## config.mk

```make
export PLATFORM = sky130hd
export DESIGN_NAME = playback_frame_position_stepper_top
export DESIGN_NICKNAME = d
export VERILOG_FILES = /design/src/hdl/pfps_pkg.sv /design/src/hdl/pfps_div.sv /design/src/hdl/playback_frame_position_stepper_top.sv
export SDC_FILE = /design/constraint.sdc
export NUM_CORES = 1
export LEC_CHECK = 0
export BUFFER_PORTS_ARGS = -buffer_cell sky130_fd_sc_hd__buf_2
export CAP_MARGIN = 20
export CORE_UTILIZATION = 60
export CTS_BUF_LIST = sky130_fd_sc_hd__clkbuf_4 sky130_fd_sc_hd__clkbuf_8
export CTS_CLUSTER_SIZE = 12
export DETAILED_ROUTE_END_ITERATION = 7
export PLACE_DENSITY = 0.8
export SYNTH_ARGS = -nofsm -noshare
export SYNTH_HDL_FRONTEND = slang
export SYNTH_HIERARCHICAL = 1
export SYNTH_SLANG_ARGS = --single-unit
```

## constraint.sdc

```tcl
create_clock -name i_clk -period 6.15 [get_ports i_clk]
set_clock_uncertainty 0.05 [all_clocks]
set_input_delay 0.3075 -clock i_clk [delete_from_list [all_inputs] [get_ports i_clk]]
set_output_delay 0.3075 -clock i_clk [all_outputs]
set_load 0.1 [all_outputs]
```

## src/hdl/pfps_pkg.sv

```systemverilog
// Shared types, widths and codes for the playback frame position stepper.
// Used by the shared divider unit and by the top-level sequencer.
package pfps_pkg;

    // Block constants
    localparam int FRAME_BITS   = 24;
    localparam int DEFAULT_RATE = 60;

    // Field widths
    localparam int POS_W   = 24;
    localparam int START_W = 24;
    localparam int LEN_W   = 25;
    localparam int RATE_W  = 17;
    localparam int SRC_W   = 16;
    localparam int SEEK_W  = 25;
    localparam int JUMP_W  = 24;
    localparam int FUNC_W  = 2;

    // Internal arithmetic widths
    localparam int PH_W   = 17;                     // phase counter, signed
    localparam int SUM_W  = PH_W + 1;               // phase + rate
    localparam int DLT_W  = SEEK_W + 1;             // frame step, signed
    localparam int NXT_W  = ((FRAME_BITS > LEN_W) ? FRAME_BITS : LEN_W) + 2;
    localparam int END_W  = LEN_W + 1;              // start + length
    localparam int DIV_W  = NXT_W - 1;              // divider operand width
    localparam int CNT_W  = $clog2(DIV_W + 1);

    // Port widths
    localparam int IDX_W       = 3;
    localparam int CFG_W       = 25;
    localparam int S_TDATA_W   = 56;
    localparam int M_TDATA_W   = 24;
    localparam int M_TUSER_W   = 2;

    // Configuration register indexes
    localparam logic [IDX_W-1:0] REG_WIN_START = 3'd0;
    localparam logic [IDX_W-1:0] REG_WIN_LEN   = 3'd1;
    localparam logic [IDX_W-1:0] REG_LOOP      = 3'd2;
    localparam logic [IDX_W-1:0] REG_PLAY_RATE = 3'd3;
    localparam logic [IDX_W-1:0] REG_SRC_RATE  = 3'd4;

    // Item function codes
    typedef enum logic [FUNC_W-1:0] {
        FN_TICK = 2'd0,
        FN_SEEK = 2'd1,
        FN_JUMP = 2'd2,
        FN_NONE = 2'd3
    } t_func;

    // Divider control and status
    typedef struct packed {
        logic             start;
        logic [CNT_W-1:0] count;
    } t_div_ctl;

    typedef struct packed {
        logic busy;
        logic done;
    } t_div_sts;

endpackage

```

## src/hdl/pfps_div.sv

```systemverilog
// Shared unsigned restoring divider, one quotient bit per cycle.
// Depends on pfps_pkg for widths and the control/status structs.
module pfps_div import pfps_pkg::*; (
    input  logic             i_clk,
    input  logic             i_rst_n,
    input  t_div_ctl         i_ctl,
    input  logic [DIV_W-1:0] i_dividend,   // MSB-aligned, top i_ctl.count bits used
    input  logic [DIV_W-1:0] i_divisor,
    output t_div_sts         o_sts,
    output logic [DIV_W-1:0] o_quot,       // quotient in low i_ctl.count bits
    output logic [DIV_W-1:0] o_rem
);

    logic [CNT_W-1:0] r_cnt, n_cnt;
    logic             r_done, n_done;
    logic [DIV_W-1:0] r_dvd, n_dvd;
    logic [DIV_W-1:0] r_rem, n_rem;
    logic [DIV_W-1:0] r_div;

    logic [DIV_W+1:0] w_trial;
    logic             w_fit;

    // One trial subtract per cycle
    always_comb begin
        w_trial = {1'b0, r_rem, r_dvd[DIV_W-1]} - {2'b00, r_div};
        w_fit   = ~w_trial[DIV_W+1];
    end

    // Iteration control
    always_comb begin
        n_cnt  = r_cnt;
        n_done = 1'b0;
        n_dvd  = r_dvd;
        n_rem  = r_rem;
        if (i_ctl.start) begin
            n_cnt = i_ctl.count;
            n_dvd = i_dividend;
            n_rem = '0;
        end else if (r_cnt != '0) begin
            n_cnt  = r_cnt - CNT_W'(1);
            n_done = (r_cnt == CNT_W'(1));
            n_dvd  = {r_dvd[DIV_W-2:0], w_fit};
            n_rem  = w_fit ? w_trial[DIV_W-1:0] : {r_rem[DIV_W-2:0], r_dvd[DIV_W-1]};
        end
    end

    always_ff @(posedge i_clk) begin
        if (!i_rst_n) begin
            r_cnt  <= '0;
            r_done <= 1'b0;
        end else begin
            r_cnt  <= n_cnt;
            r_done <= n_done;
        end
    end

    // Datapath registers, no reset
    always_ff @(posedge i_clk) begin
        r_dvd <= n_dvd;
        r_rem <= n_rem;
        if (i_ctl.start) begin
            r_div <= i_divisor;
        end
    end

    assign o_sts.busy = (r_cnt != '0);
    assign o_sts.done = r_done;
    assign o_quot     = r_dvd;
    assign o_rem      = r_rem;

    // Checks
    a_start_idle: assert property (@(posedge i_clk) disable iff (!i_rst_n)
        i_ctl.start |-> !o_sts.busy)
        else $error("divider started while busy");

    a_rem_range: assert property (@(posedge i_clk) disable iff (!i_rst_n)
        o_sts.done |-> (r_rem < r_div))
        else $error("divider remainder not below divisor");

    a_done_pulse: assert property (@(posedge i_clk) disable iff (!i_rst_n)
        o_sts.done |=> !o_sts.done)
        else $error("divider done held longer than one cycle");

endmodule

```

## src/hdl/playback_frame_position_stepper_top.sv

```systemverilog
// Top level of the playback frame position stepper: config registers,
// item sequencer and output register. Depends on pfps_pkg and pfps_div.
//
// Steps the displayed frame of a clip inside [window_start, window_start +
// window_length). One item is worked at a time; s_axis_tready is high only
// while the sequencer is idle, and a finished result waits in the output
// register so the next item can be taken before it is read. All division goes
// through one shared bit-serial divider: a tick runs the rate division (17
// quotient bits) and a wrap adds the window modulo (26 bits). An absolute jump
// or the unused code goes straight to write-back, a relative seek skips the
// rate division, and write-back waits while the output register stays full.
// The next item can be accepted in the cycle after the result is written.
// Configuration may be written any time the block is idle; the write port is
// always ready.
module playback_frame_position_stepper_top import pfps_pkg::*; (
    input  logic                 i_clk,
    input  logic                 i_rst_n,
    // Configuration write port
    input  logic                 i_cfg_valid,
    output logic                 o_cfg_ready,
    input  logic [IDX_W-1:0]     i_cfg_index,
    input  logic [CFG_W-1:0]     i_cfg_data,
    // Input items
    input  logic                 s_axis_tvalid,
    output logic                 s_axis_tready,
    input  logic [S_TDATA_W-1:0] s_axis_tdata,   // [24:0] seek_delta, [48:25] jump_frame
    input  logic [FUNC_W-1:0]    s_axis_tuser,   // [1:0] func
    // Result items
    output logic                 m_axis_tvalid,
    input  logic                 m_axis_tready,
    output logic [M_TDATA_W-1:0] m_axis_tdata,   // [23:0] frame_position
    output logic [M_TUSER_W-1:0] m_axis_tuser    // [0] go_live, [1] moved
);

    typedef enum logic [5:0] {
        S_IDLE   = 6'b000001,
        S_PDIV   = 6'b000010,
        S_ADD    = 6'b000100,
        S_DECIDE = 6'b001000,
        S_MOD    = 6'b010000,
        S_WB     = 6'b100000
    } t_state;

    // Configuration registers
    logic [START_W-1:0]    r_win_start;
    logic [LEN_W-1:0]      r_win_len;
    logic                  r_loop;
    logic [RATE_W-1:0]     r_play_rate;
    logic [SRC_W-1:0]      r_src_rate;

    // Sequencer and state
    t_state                r_state, n_state;
    logic [FRAME_BITS-1:0] r_pos, n_pos;
    logic [PH_W-1:0]       r_phase, n_phase;
    logic [DLT_W-1:0]      r_delta, n_delta;
    logic                  r_neg, n_neg;
    logic [NXT_W-1:0]      r_next, n_next;
    logic [END_W-1:0]      r_end, n_end;
    logic                  r_bwd, n_bwd;
    logic                  r_live, n_live;
    logic                  r_moved, n_moved;

    // Output register
    logic                  r_out_valid, n_out_valid;
    logic [M_TDATA_W-1:0]  r_out_pos, n_out_pos;
    logic                  r_out_live, n_out_live;
    logic                  r_out_moved, n_out_moved;

    // Divider hookup
    t_div_ctl              w_div_ctl;
    t_div_sts              w_div_sts;
    logic [DIV_W-1:0]      w_div_dvd, w_div_dsr, w_quot, w_rem;

    // Combinational helpers
    logic                  w_accept;
    t_func                 w_func;
    logic [SEEK_W-1:0]     w_seek;
    logic [JUMP_W-1:0]     w_jump;
    logic [SRC_W-1:0]      w_rate;
    logic [SUM_W-1:0]      w_sum, w_mag_full;
    logic [PH_W-1:0]       w_mag, w_q, w_r;
    logic [DLT_W-1:0]      w_qx;
    logic [NXT_W-1:0]      w_pos_x, w_dlt_x, w_end_x, w_start_x;
    logic [NXT_W-1:0]      w_fwd_dvd, w_bwd_dvd;
    logic [DIV_W-1:0]      w_fwd_pos, w_bwd_pos;
    logic                  w_cfg_we;

    assign w_cfg_we    = i_cfg_valid & o_cfg_ready;
    assign o_cfg_ready = 1'b1;

    // Configuration writes
    always_ff @(posedge i_clk) begin
        if (!i_rst_n) begin
            r_win_start <= '0;
            r_win_len   <= '0;
            r_loop      <= 1'b1;
            r_play_rate <= '0;
            r_src_rate  <= '0;
        end else if (w_cfg_we) begin
            unique case (i_cfg_index)
                REG_WIN_START: r_win_start <= i_cfg_data[START_W-1:0];
                REG_WIN_LEN:   r_win_len   <= i_cfg_data[LEN_W-1:0];
                REG_LOOP:      r_loop      <= i_cfg_data[0];
                REG_PLAY_RATE: r_play_rate <= i_cfg_data[RATE_W-1:0];
                REG_SRC_RATE:  r_src_rate  <= i_cfg_data[SRC_W-1:0];
                default: ;
            endcase
        end
    end

    // Input unpacking and tick arithmetic
    always_comb begin
        w_accept   = s_axis_tvalid & s_axis_tready;
        w_func     = t_func'(s_axis_tuser);
        w_seek     = s_axis_tdata[SEEK_W-1:0];
        w_jump     = s_axis_tdata[SEEK_W+JUMP_W-1:SEEK_W];
        w_rate     = (r_src_rate != '0) ? r_src_rate : SRC_W'(DEFAULT_RATE);
        w_sum      = {r_phase[PH_W-1], r_phase} + {r_play_rate[RATE_W-1], r_play_rate};
        w_mag_full = w_sum[SUM_W-1] ? (SUM_W'(0) - w_sum) : w_sum;
        w_mag      = w_mag_full[PH_W-1:0];
        w_q        = w_quot[PH_W-1:0];
        w_r        = w_rem[PH_W-1:0];
        w_qx       = {{(DLT_W-PH_W){1'b0}}, w_q};
        w_pos_x    = NXT_W'(r_pos);
        w_dlt_x    = {{(NXT_W-DLT_W){r_delta[DLT_W-1]}}, r_delta};
        w_end_x    = NXT_W'(r_end);
        w_start_x  = NXT_W'(r_win_start);
        w_fwd_dvd  = r_next - w_start_x;
        w_bwd_dvd  = w_start_x - r_next;
        w_fwd_pos  = w_rem + DIV_W'(r_win_start);
        w_bwd_pos  = DIV_W'(r_end) - w_rem;
    end

    // Sequencer
    always_comb begin
        n_state     = r_state;
        n_pos       = r_pos;
        n_phase     = r_phase;
        n_delta     = r_delta;
        n_neg       = r_neg;
        n_next      = r_next;
        n_end       = r_end;
        n_bwd       = r_bwd;
        n_live      = r_live;
        n_moved     = r_moved;
        n_out_valid = r_out_valid & ~m_axis_tready;
        n_out_pos   = r_out_pos;
        n_out_live  = r_out_live;
        n_out_moved = r_out_moved;
        w_div_ctl   = '0;
        w_div_dvd   = '0;
        w_div_dsr   = '0;

        unique case (r_state)
            S_IDLE: begin
                if (w_accept) begin
                    n_live  = 1'b0;
                    n_moved = 1'b0;
                    unique case (w_func)
                        FN_TICK: begin
                            // |phase + play_rate| / source rate, MSB-aligned in the divider
                            n_neg           = w_sum[SUM_W-1];
                            w_div_ctl.start = 1'b1;
                            w_div_ctl.count = CNT_W'(PH_W);
                            w_div_dvd       = {w_mag, {(DIV_W-PH_W){1'b0}}};
                            w_div_dsr       = DIV_W'(w_rate);
                            n_state         = S_PDIV;
                        end
                        FN_SEEK: begin
                            n_delta = {w_seek[SEEK_W-1], w_seek};
                            n_state = S_ADD;
                        end
                        FN_JUMP: begin
                            n_pos   = FRAME_BITS'(w_jump);
                            n_phase = '0;
                            n_moved = (r_win_len != '0);
                            n_state = S_WB;
                        end
                        default: begin
                            n_state = S_WB;
                        end
                    endcase
                end
            end
            S_PDIV: begin
                // Signs follow the dividend: truncation toward zero
                if (w_div_sts.done) begin
                    n_phase = r_neg ? (PH_W'(0) - w_r) : w_r;
                    n_delta = r_neg ? (DLT_W'(0) - w_qx) : w_qx;
                    n_state = S_ADD;
                end
            end
            S_ADD: begin
                n_next  = w_pos_x + w_dlt_x;
                n_end   = END_W'(r_win_start) + END_W'(r_win_len);
                n_state = S_DECIDE;
            end
            S_DECIDE: begin
                n_state = S_WB;
                if (r_win_len != '0) begin
                    n_moved = 1'b1;
                    if (!r_delta[DLT_W-1] && (r_delta != '0)) begin
                        // Forward step
                        if ($signed(r_next) < $signed(w_end_x)) begin
                            n_pos = r_next[FRAME_BITS-1:0];
                        end else if (r_loop) begin
                            w_div_ctl.start = 1'b1;
                            w_div_ctl.count = CNT_W'(DIV_W);
                            w_div_dvd       = w_fwd_dvd[DIV_W-1:0];
                            w_div_dsr       = DIV_W'(r_win_len);
                            n_bwd           = 1'b0;
                            n_state         = S_MOD;
                        end else begin
                            n_live = 1'b1;
                            n_pos  = FRAME_BITS'(r_win_start);
                        end
                    end else if (r_delta[DLT_W-1]) begin
                        // Backward step
                        if ($signed(r_next) >= $signed(w_start_x)) begin
                            n_pos = r_next[FRAME_BITS-1:0];
                        end else if (r_loop) begin
                            w_div_ctl.start = 1'b1;
                            w_div_ctl.count = CNT_W'(DIV_W);
                            w_div_dvd       = w_bwd_dvd[DIV_W-1:0];
                            w_div_dsr       = DIV_W'(r_win_len);
                            n_bwd           = 1'b1;
                            n_state         = S_MOD;
                        end else begin
                            n_live = 1'b1;
                            n_pos  = FRAME_BITS'(r_win_start);
                        end
                    end
                end
            end
            S_MOD: begin
                // Wrap by the remainder; zero remainder going back lands on start
                if (w_div_sts.done) begin
                    if (!r_bwd) begin
                        n_pos = w_fwd_pos[FRAME_BITS-1:0];
                    end else if (w_rem == '0) begin
                        n_pos = FRAME_BITS'(r_win_start);
                    end else begin
                        n_pos = w_bwd_pos[FRAME_BITS-1:0];
                    end
                    n_state = S_WB;
                end
            end
            S_WB: begin
                if (!r_out_valid || m_axis_tready) begin
                    n_out_valid = 1'b1;
                    n_out_pos   = r_pos[M_TDATA_W-1:0];
                    n_out_live  = r_live;
                    n_out_moved = r_moved;
                    n_state     = S_IDLE;
                end
            end
            default: begin
                n_state = S_IDLE;
            end
        endcase
    end

    // Control and state registers
    always_ff @(posedge i_clk) begin
        if (!i_rst_n) begin
            r_state     <= S_IDLE;
            r_pos       <= '0;
            r_phase     <= '0;
            r_out_valid <= 1'b0;
        end else begin
            r_state     <= n_state;
            r_pos       <= n_pos;
            r_phase     <= n_phase;
            r_out_valid <= n_out_valid;
        end
    end

    // Working and result payload, no reset
    always_ff @(posedge i_clk) begin
        r_delta     <= n_delta;
        r_neg       <= n_neg;
        r_next      <= n_next;
        r_end       <= n_end;
        r_bwd       <= n_bwd;
        r_live      <= n_live;
        r_moved     <= n_moved;
        r_out_pos   <= n_out_pos;
        r_out_live  <= n_out_live;
        r_out_moved <= n_out_moved;
    end

    pfps_div u_div (
        .i_clk      (i_clk),
        .i_rst_n    (i_rst_n),
        .i_ctl      (w_div_ctl),
        .i_dividend (w_div_dvd),
        .i_divisor  (w_div_dsr),
        .o_sts      (w_div_sts),
        .o_quot     (w_quot),
        .o_rem      (w_rem)
    );

    assign s_axis_tready = (r_state == S_IDLE);
    assign m_axis_tvalid = r_out_valid;
    assign m_axis_tdata  = r_out_pos;
    assign m_axis_tuser  = {r_out_moved, r_out_live};

    // Checks
    a_div_wait: assert property (@(posedge i_clk) disable iff (!i_rst_n)
        ((r_state == S_PDIV) || (r_state == S_MOD)) |-> (w_div_sts.busy || w_div_sts.done))
        else $error("waiting on divider that is not running");

    a_idle_div: assert property (@(posedge i_clk) disable iff (!i_rst_n)
        (r_state == S_IDLE) |-> !w_div_sts.busy)
        else $error("divider busy while sequencer idle");

    a_live_moved: assert property (@(posedge i_clk) disable iff (!i_rst_n)
        (m_axis_tvalid && m_axis_tuser[0]) |-> m_axis_tuser[1])
        else $error("go_live without a step");

endmodule
```

== Word level (Yosys, flattened, before mapping) ==
Index checks and enable logic that the tools add are counted.

* Register bits: 324
* Latch bits: 0
* RAM bits: 0
* ROM bits: 0
* Logic and storage cells: 191
* Memories: 0

* Add/sub/neg operators: 12
* $mul: 0
* Divide/modulo/power cells: 0
* Order comparisons: 2
* Equality and inequality tests: 26
* Shift operators: 0
* Muxes and demuxes: 89
* Bitwise operators: 6
* Reduce and logical (&&, ||, !) cells: 32

{| class="wikitable"
|+ Operators by type and width
! kind !! number
|-
| two-way mux 26 bit || 20
|-
| two-way mux 24 bit || 11
|-
| case mux 26 bit (2 select lines) || 3
|-
| two-way mux 6 bit || 18
|-
| two-way mux 17 bit || 5
|-
| case mux 24 bit (3 select lines) || 1
|-
| two-way mux 25 bit || 2
|-
| two-way mux 16 bit || 3
|-
| case mux 6 bit (6 select lines) || 1
|-
| case mux 17 bit (2 select lines) || 1
|-
| subtractor 1 x 17 -> 17 bit (first input constant) || 2
|-
| subtractor 27 x 26 -> 28 bit || 1
|-
| adder 25 x 26 -> 27 bit || 1
|-
| greater-or-equal comparator 27 x 25 -> 1 bit || 1
|-
| < comparator 27 bit || 1
|-
| adder 24 x 25 -> 26 bit || 1
|-
| logical NOT 26 bit || 1
|-
| nonzero test 26 bit || 1
|-
| subtractor 24 x 26 -> 26 bit || 1
|-
| subtractor 26 x 24 -> 26 bit || 1
|-
| nonzero test 25 bit || 1
|-
| adder 24 bit || 1
|-
| case mux 6 bit (2 select lines) || 2
|-
| subtractor 24 bit || 1
|-
| other kinds (38) || 86
|}

== Logic depth before layout (Yosys ltp) ==
* Depth after elaboration: 8
* Gate-level depth with buffers: 19
* Depth with buffers taken out: 15

== By module ==
Netlist, hierarchy kept.

{| class="wikitable"
|+ By module, submodules not included
! module !! times used !! cells each !! area each (µm²)
|-
| playback_frame_position_stepper_top || 1 || 2,439 || 19,697.6
|-
| pfps_div || 1 || 480 || 4,824.6
|}

== Worst setup path after synthesis ==
OpenSTA, ideal clock, no wires.

* Path type: register -> register
* From: register r_win_start[4]
* To: register u_div.r_dvd[0], in the netlist u_div/o_quot[0], enable pin
* Data arrival time: 4.503 ns
* Required time: 5.724 ns
* Slack: 1.220 ns
* Cell stages (with the launch flop): 18
* Period minus slack after synthesis: 4.930 ns
* Path through: dfxtp_1 > inv_1 > ha_1 > clkbuf_1 > and3_1 > o21ai_1 > a211oi_1 > o21ai_1 > a21oi_1 > nor2b_1 > o21ai_1 > nand4_1 > clkbuf_1 > clkbuf_1 > nand2_1 > clkbuf_1 > nor2_1 > inv_1

* Longest elaborated chain between the ends: 7

{| class="wikitable"
|+ RTL lines
! what !! RTL line !! source
|-
| start, declared || playback_frame_position_stepper_top.sv:45 || <nowiki>logic [START_W-1:0] r_win_start;</nowiki>
|-
| start signal, assigned || playback_frame_position_stepper_top.sv:101 || <nowiki>REG_WIN_START: r_win_start <= i_cfg_data[START_W-1:0];</nowiki>
|-
| greater-or-equal comparator 27 x 25 -> 1 bit || playback_frame_position_stepper_top.sv:219 || <nowiki>if ($signed(r_next) >= $signed(w_start_x)) begin</nowiki>
|-
| two-way mux 6 bit || playback_frame_position_stepper_top.sv:219 ||
|-
| two-way mux 6 bit || playback_frame_position_stepper_top.sv:217 || <nowiki>end else if (r_delta[DLT_W-1]) begin</nowiki>
|-
| two-way mux 6 bit || playback_frame_position_stepper_top.sv:202 || <nowiki>if (!r_delta[DLT_W-1] && (r_delta != '0)) begin</nowiki>
|-
| two-way mux 6 bit || playback_frame_position_stepper_top.sv:200 || <nowiki>if (r_win_len != '0) begin</nowiki>
|-
| case mux 6 bit (2 select lines) || playback_frame_position_stepper_top.sv:154 || <nowiki>unique case (r_state)</nowiki>
|-
| nonzero test 2 bit (no source line) || - ||
|-
| end signal, assigned || pfps_div.sv:59 || <nowiki>r_dvd <= n_dvd;</nowiki>
|-
| end, declared || pfps_div.sv:16 || <nowiki>logic [DIV_W-1:0] r_dvd, n_dvd;</nowiki>
|}

Every way passes these cells.
A chain may end at the register's enable or synchronous reset.

== Final worst setup path ==
* From: register r_win_start[3]
* To: register u_div.r_dvd[16], in the netlist u_div/o_quot[16], enable pin

Same word-level chain as after synthesis.

==> results.md <==
- The later pin in the worst-skew pair is clocked with a latency of 0.67 ns.
- The pin count of the biggest net entering global routing is 73.
- The initial antenna violation count is 0.
- The cell area after layout is 27400 um2.
- The clock net in this run drives a total of 323 sinks.
- The number of search-and-repair iterations in the first detailed-routing pass is 7.
- The type of the tightest min-delay check is in2reg.
- The data required time of the worst path is 6.39 ns.
- The clock passes through at most 3 buffers.
- The pin slew with the least headroom to its limit is 1.08 ns.
- The final hold violation count is 0.
- The commonest cells after synthesis are sky130_fd_sc_hd__nand2_1, sky130_fd_sc_hd__ha_1, sky130_fd_sc_hd__inv_1.
- In the finished design, the share of the clock period the worst path needs comes to 78.8%.
- The total setup violations reported at the end of the flow is 0.
- The routed design uses 7770 um of met3 wire.
- The global-route usage over all layers is 39.6%.
- After detailed routing, the number of remaining DRC violations is 0.
- The number of max-slew violations in the final report is 0.
- The master cell of the clock root buffer is sky130_fd_sc_hd__clkbuf_8.
- For this block, the initial DRC count from the detailed router was 2377.
- Total power for the finished layout comes to 9300 uW.
- Summing all placed instances gives a cell area of 25500 um2.
- The floorplan step defined a core boundary enclosing 40000 um2.
- The flow ran to the end, and the final reports show no timing, DRC or antenna violations.
- In this run the core area contains 73 standard-cell rows.
- After synthesis, the netlist uses 95 different library cells.
- The final setup slack of the worst path is 1.31 ns.
- The most used flip-flop cell after synthesis is sky130_fd_sc_hd__dfxtp_1.
- For this design the top-level I/O count stands at 120.
- The most instantiated library cell after synthesis is sky130_fd_sc_hd__nand2_1.
- The routed design has 83500 um of wire.
- Summed over all failing endpoints, the final setup total negative slack is 0 ns.
- The static power due to leakage is 0.0116 uW.
- The data arrival time at the worst-slack endpoint is 5.08 ns.
- The clock slew seen by the registers of the worst setup and hold paths is 0.06 ns.
- The overall die width is 204 um.
- The sequential cell area fraction in the yosys report is 32.9%.
- The cell area that synthesis handed to floorplanning was 24500 um2.
- Before CTS, the worst setup slack after placement is 1.46 ns.
- Setup repair after global routing left no endpoint under its margin.
- The via count of the first global-routing pass is 21900.
- After the last flow step, the layout net total stands at 3371.
- The start-to-end type of the worst setup path is reg2reg.
- CTS built an H-tree with a depth of 2.
- The highest metal layer used by the detailed router is met4.
- The number of violations of the max-capacitance limit is 0.
- The chip height is 204 um.
- Once detail routing completed, the nets flagged for antenna violations numbered 0.
- The total CTS buffers is 55.
- The worst IR drop on VDD is 282 uV.
- After synthesis, the largest area contributor takes up 19.6% of total cell area.
- Tracing the worst setup path back leads to its startpoint at r_win_start[3]$_SDFFE_PN0P_.
- The warning count from the yosys run is 6.
- The detailed-route wire length on metal 1 is 35100 um.
- The critical path endpoint category is a flip-flop.
- The power density over the cells is 340 nW/um2.
- The startpoint identified for the worst register-to-register timing path is r_win_start[3]$_SDFFE_PN0P_.
- The worst setup path is launched from a flip-flop.
- The aggregate global routing overflow is 0.
- The total of buffers placed on input and output ports is 111.
- The number of flops mapped to enable cells by yosys is 160.
- The total via count in the routed design is 23400.
- In the final layout, the share of cells above drive strength 1 is 9.73%.
- Derived from the worst setup path, the maximum achievable clock frequency is 206 MHz.
- Along the worst path, the maximum fanout reaches 26.
- Counting every instance in the synthesized netlist gives 2919.
- By area the synthesized netlist is led by sky130_fd_sc_hd__edfxtp_1, sky130_fd_sc_hd__dfxtp_1, sky130_fd_sc_hd__ha_1, sky130_fd_sc_hd__nand2_1, sky130_fd_sc_hd__xnor2_1.
- Dividing the detail-routed wire length by the instance count gives 23.0 um.
- The first global-routing pass estimated 126000 um of wire.
- Final hold analysis gives a worst-case slack of 0.0452 ns.
- After synthesis, the share of flip-flops with an asynchronous set or reset is 0%.
- The average size of a mapped cell is 8.40 um2.
- Subtracting the final worst setup slack from the clock period gives 4.84 ns.
- The cell taking the most area after synthesis is sky130_fd_sc_hd__edfxtp_1.
- For this configuration, the core starts out at a cell density of 61.3%.
- After legalization and detailed placement, the total HPWL measured 63100 um.
- In this run the tightest slew margin relative to its limit is 27.7%.
- Detailed routing placed a total of 37000 um of wire on met2.
- In this run the post-CTS setup repair buffer count came out at 0.
- The average vias per placed instance is 6.44.
- In this run, synthesis produced a sequential element count of 323.
- The congestion estimate from routability-driven global placement came to 1.02.
- Relative to the synthesized area, the layout overhead comes to 11.6%.
- The worst hold path begins at s_axis_tdata[46].
- TritonCTS built the clock tree.
- The die outline area is 41700 um2.
==> timing repair <==
action / CTS / global route
gates resized for setup: 0 / 0
hold buffers: 69 / 0
hold endpoints to repair: 124 / 0
endpoints found under the setup margin: 0 / 0
==> final timing paths <==
path         slack (ns)  cells after the start                          to
min reg2reg        0.40                      0       r_out_moved$_DFFE_PP_
min                0.05                      5      r_pos[21]$_SDFFE_PN0P_
max reg2reg        1.31                     13  u_div/o_quot[16]$_DFFE_PP_
max                1.31                     13  u_div/o_quot[16]$_DFFE_PP_
==> cell families after synthesis <==
family          count (synthesis)  share of synthesized area [%]
compound gates                918                           24.9
xor+xnor                      176                           6.29
fa+ha+maj                     224                           11.7
buf+inv                       339                           5.40
flops                         323                           32.9
mux                            45                           1.98
other cells                     2                         0.0306
simple gates                  892                           16.8
==> power breakdown <==
group / leakage [uW] / switching [uW] / internal [uW]
Clock: 0.000641 / 957 / 1180
Combinational: 0.00814 / 2420 / 1580
Sequential: 0.00282 / 496 / 2670
Total: 0.0116 / 3870 / 5430
==> cell type report <==
type | count | area (um2)
multi-input cells | 2258 | 15200
fillers | 3218 | 12600
flip-flops and latches | 323 | 8070
repair buffers | 211 | 1490
clock buffers | 86 | 1050
inverters | 207 | 777
well taps | 525 | 657
clock inverters | 18 | 155
diodes | 1 | 2.50
==> stage by stage <==
step                      std cells  util [%]
after floorplan                2920         -
after global placement         3454      63.6
after detailed placement       3454      63.6
after CTS                      3627      68.4
after global routing           3628      68.4
final                          3629      68.4
==> cells in the final DEF (no fill, tap or decap), types with 21 or more instances in the layout <==
master / count
sky130_fd_sc_hd__clkbuf_4: 21
sky130_fd_sc_hd__nand2b_1: 31
sky130_fd_sc_hd__o21ai_1: 54
sky130_fd_sc_hd__inv_1: 202
sky130_fd_sc_hd__ha_1: 216
sky130_fd_sc_hd__nand4_1: 22
sky130_fd_sc_hd__nor2_1: 198
sky130_fd_sc_hd__a21o_1: 83
sky130_fd_sc_hd__edfxtp_1: 160
sky130_fd_sc_hd__nor3_1: 44
sky130_fd_sc_hd__nor2b_1: 46
sky130_fd_sc_hd__a21oi_1: 182
sky130_fd_sc_hd__buf_4: 31
sky130_fd_sc_hd__dlygate4sd3_1: 69
sky130_fd_sc_hd__o211ai_1: 45
sky130_fd_sc_hd__nand3_1: 48
sky130_fd_sc_hd__nand2_1: 372
sky130_fd_sc_hd__a21boi_0: 68
sky130_fd_sc_hd__a221oi_1: 21
sky130_fd_sc_hd__o21ai_0: 140
sky130_fd_sc_hd__nor4_1: 25
sky130_fd_sc_hd__mux2_2: 26
sky130_fd_sc_hd__xor2_1: 69
sky130_fd_sc_hd__o21a_1: 33
sky130_fd_sc_hd__xnor2_1: 107
sky130_fd_sc_hd__o22ai_1: 25
sky130_fd_sc_hd__buf_2: 110
sky130_fd_sc_hd__a22oi_1: 21
sky130_fd_sc_hd__dfxtp_1: 162
sky130_fd_sc_hd__clkbuf_8: 65
sky130_fd_sc_hd__a31oi_1: 36
sky130_fd_sc_hd__a211oi_1: 50
==> routing by layer <==
metal  vias up  track usage, %
met1     11100            53.3
met2      1175            61.1
li1      10900               -
met5         -               0
met3       231            8.26
met4         0            17.1
==> sequential cells by signal, indices dropped and copies added, names as in the netlist, 25 cells and up <==
register	count
r_next	27
r_delta	25
r_end	26
u_div/o_quot	26
u_div/r_div	26
r_win_len	25
u_div/o_rem	26
==> worst max-delay path: stages, from the launching register on <==
cell                       delay, ns
sky130_fd_sc_hd__dfxtp_1        0.48
sky130_fd_sc_hd__inv_1          0.15
sky130_fd_sc_hd__ha_1           0.44
sky130_fd_sc_hd__a21o_1         0.24
sky130_fd_sc_hd__a21oi_1        0.26
sky130_fd_sc_hd__a211oi_1       0.19
sky130_fd_sc_hd__o21ai_1        0.29
sky130_fd_sc_hd__a21oi_1        0.15
sky130_fd_sc_hd__nor2b_1        0.15
sky130_fd_sc_hd__o21ai_1        0.45
sky130_fd_sc_hd__nand4_1        0.45
sky130_fd_sc_hd__nand2_4        0.23
sky130_fd_sc_hd__nor2_1         0.10
sky130_fd_sc_hd__inv_1          0.79
Power figures use the tool's default switching activity.
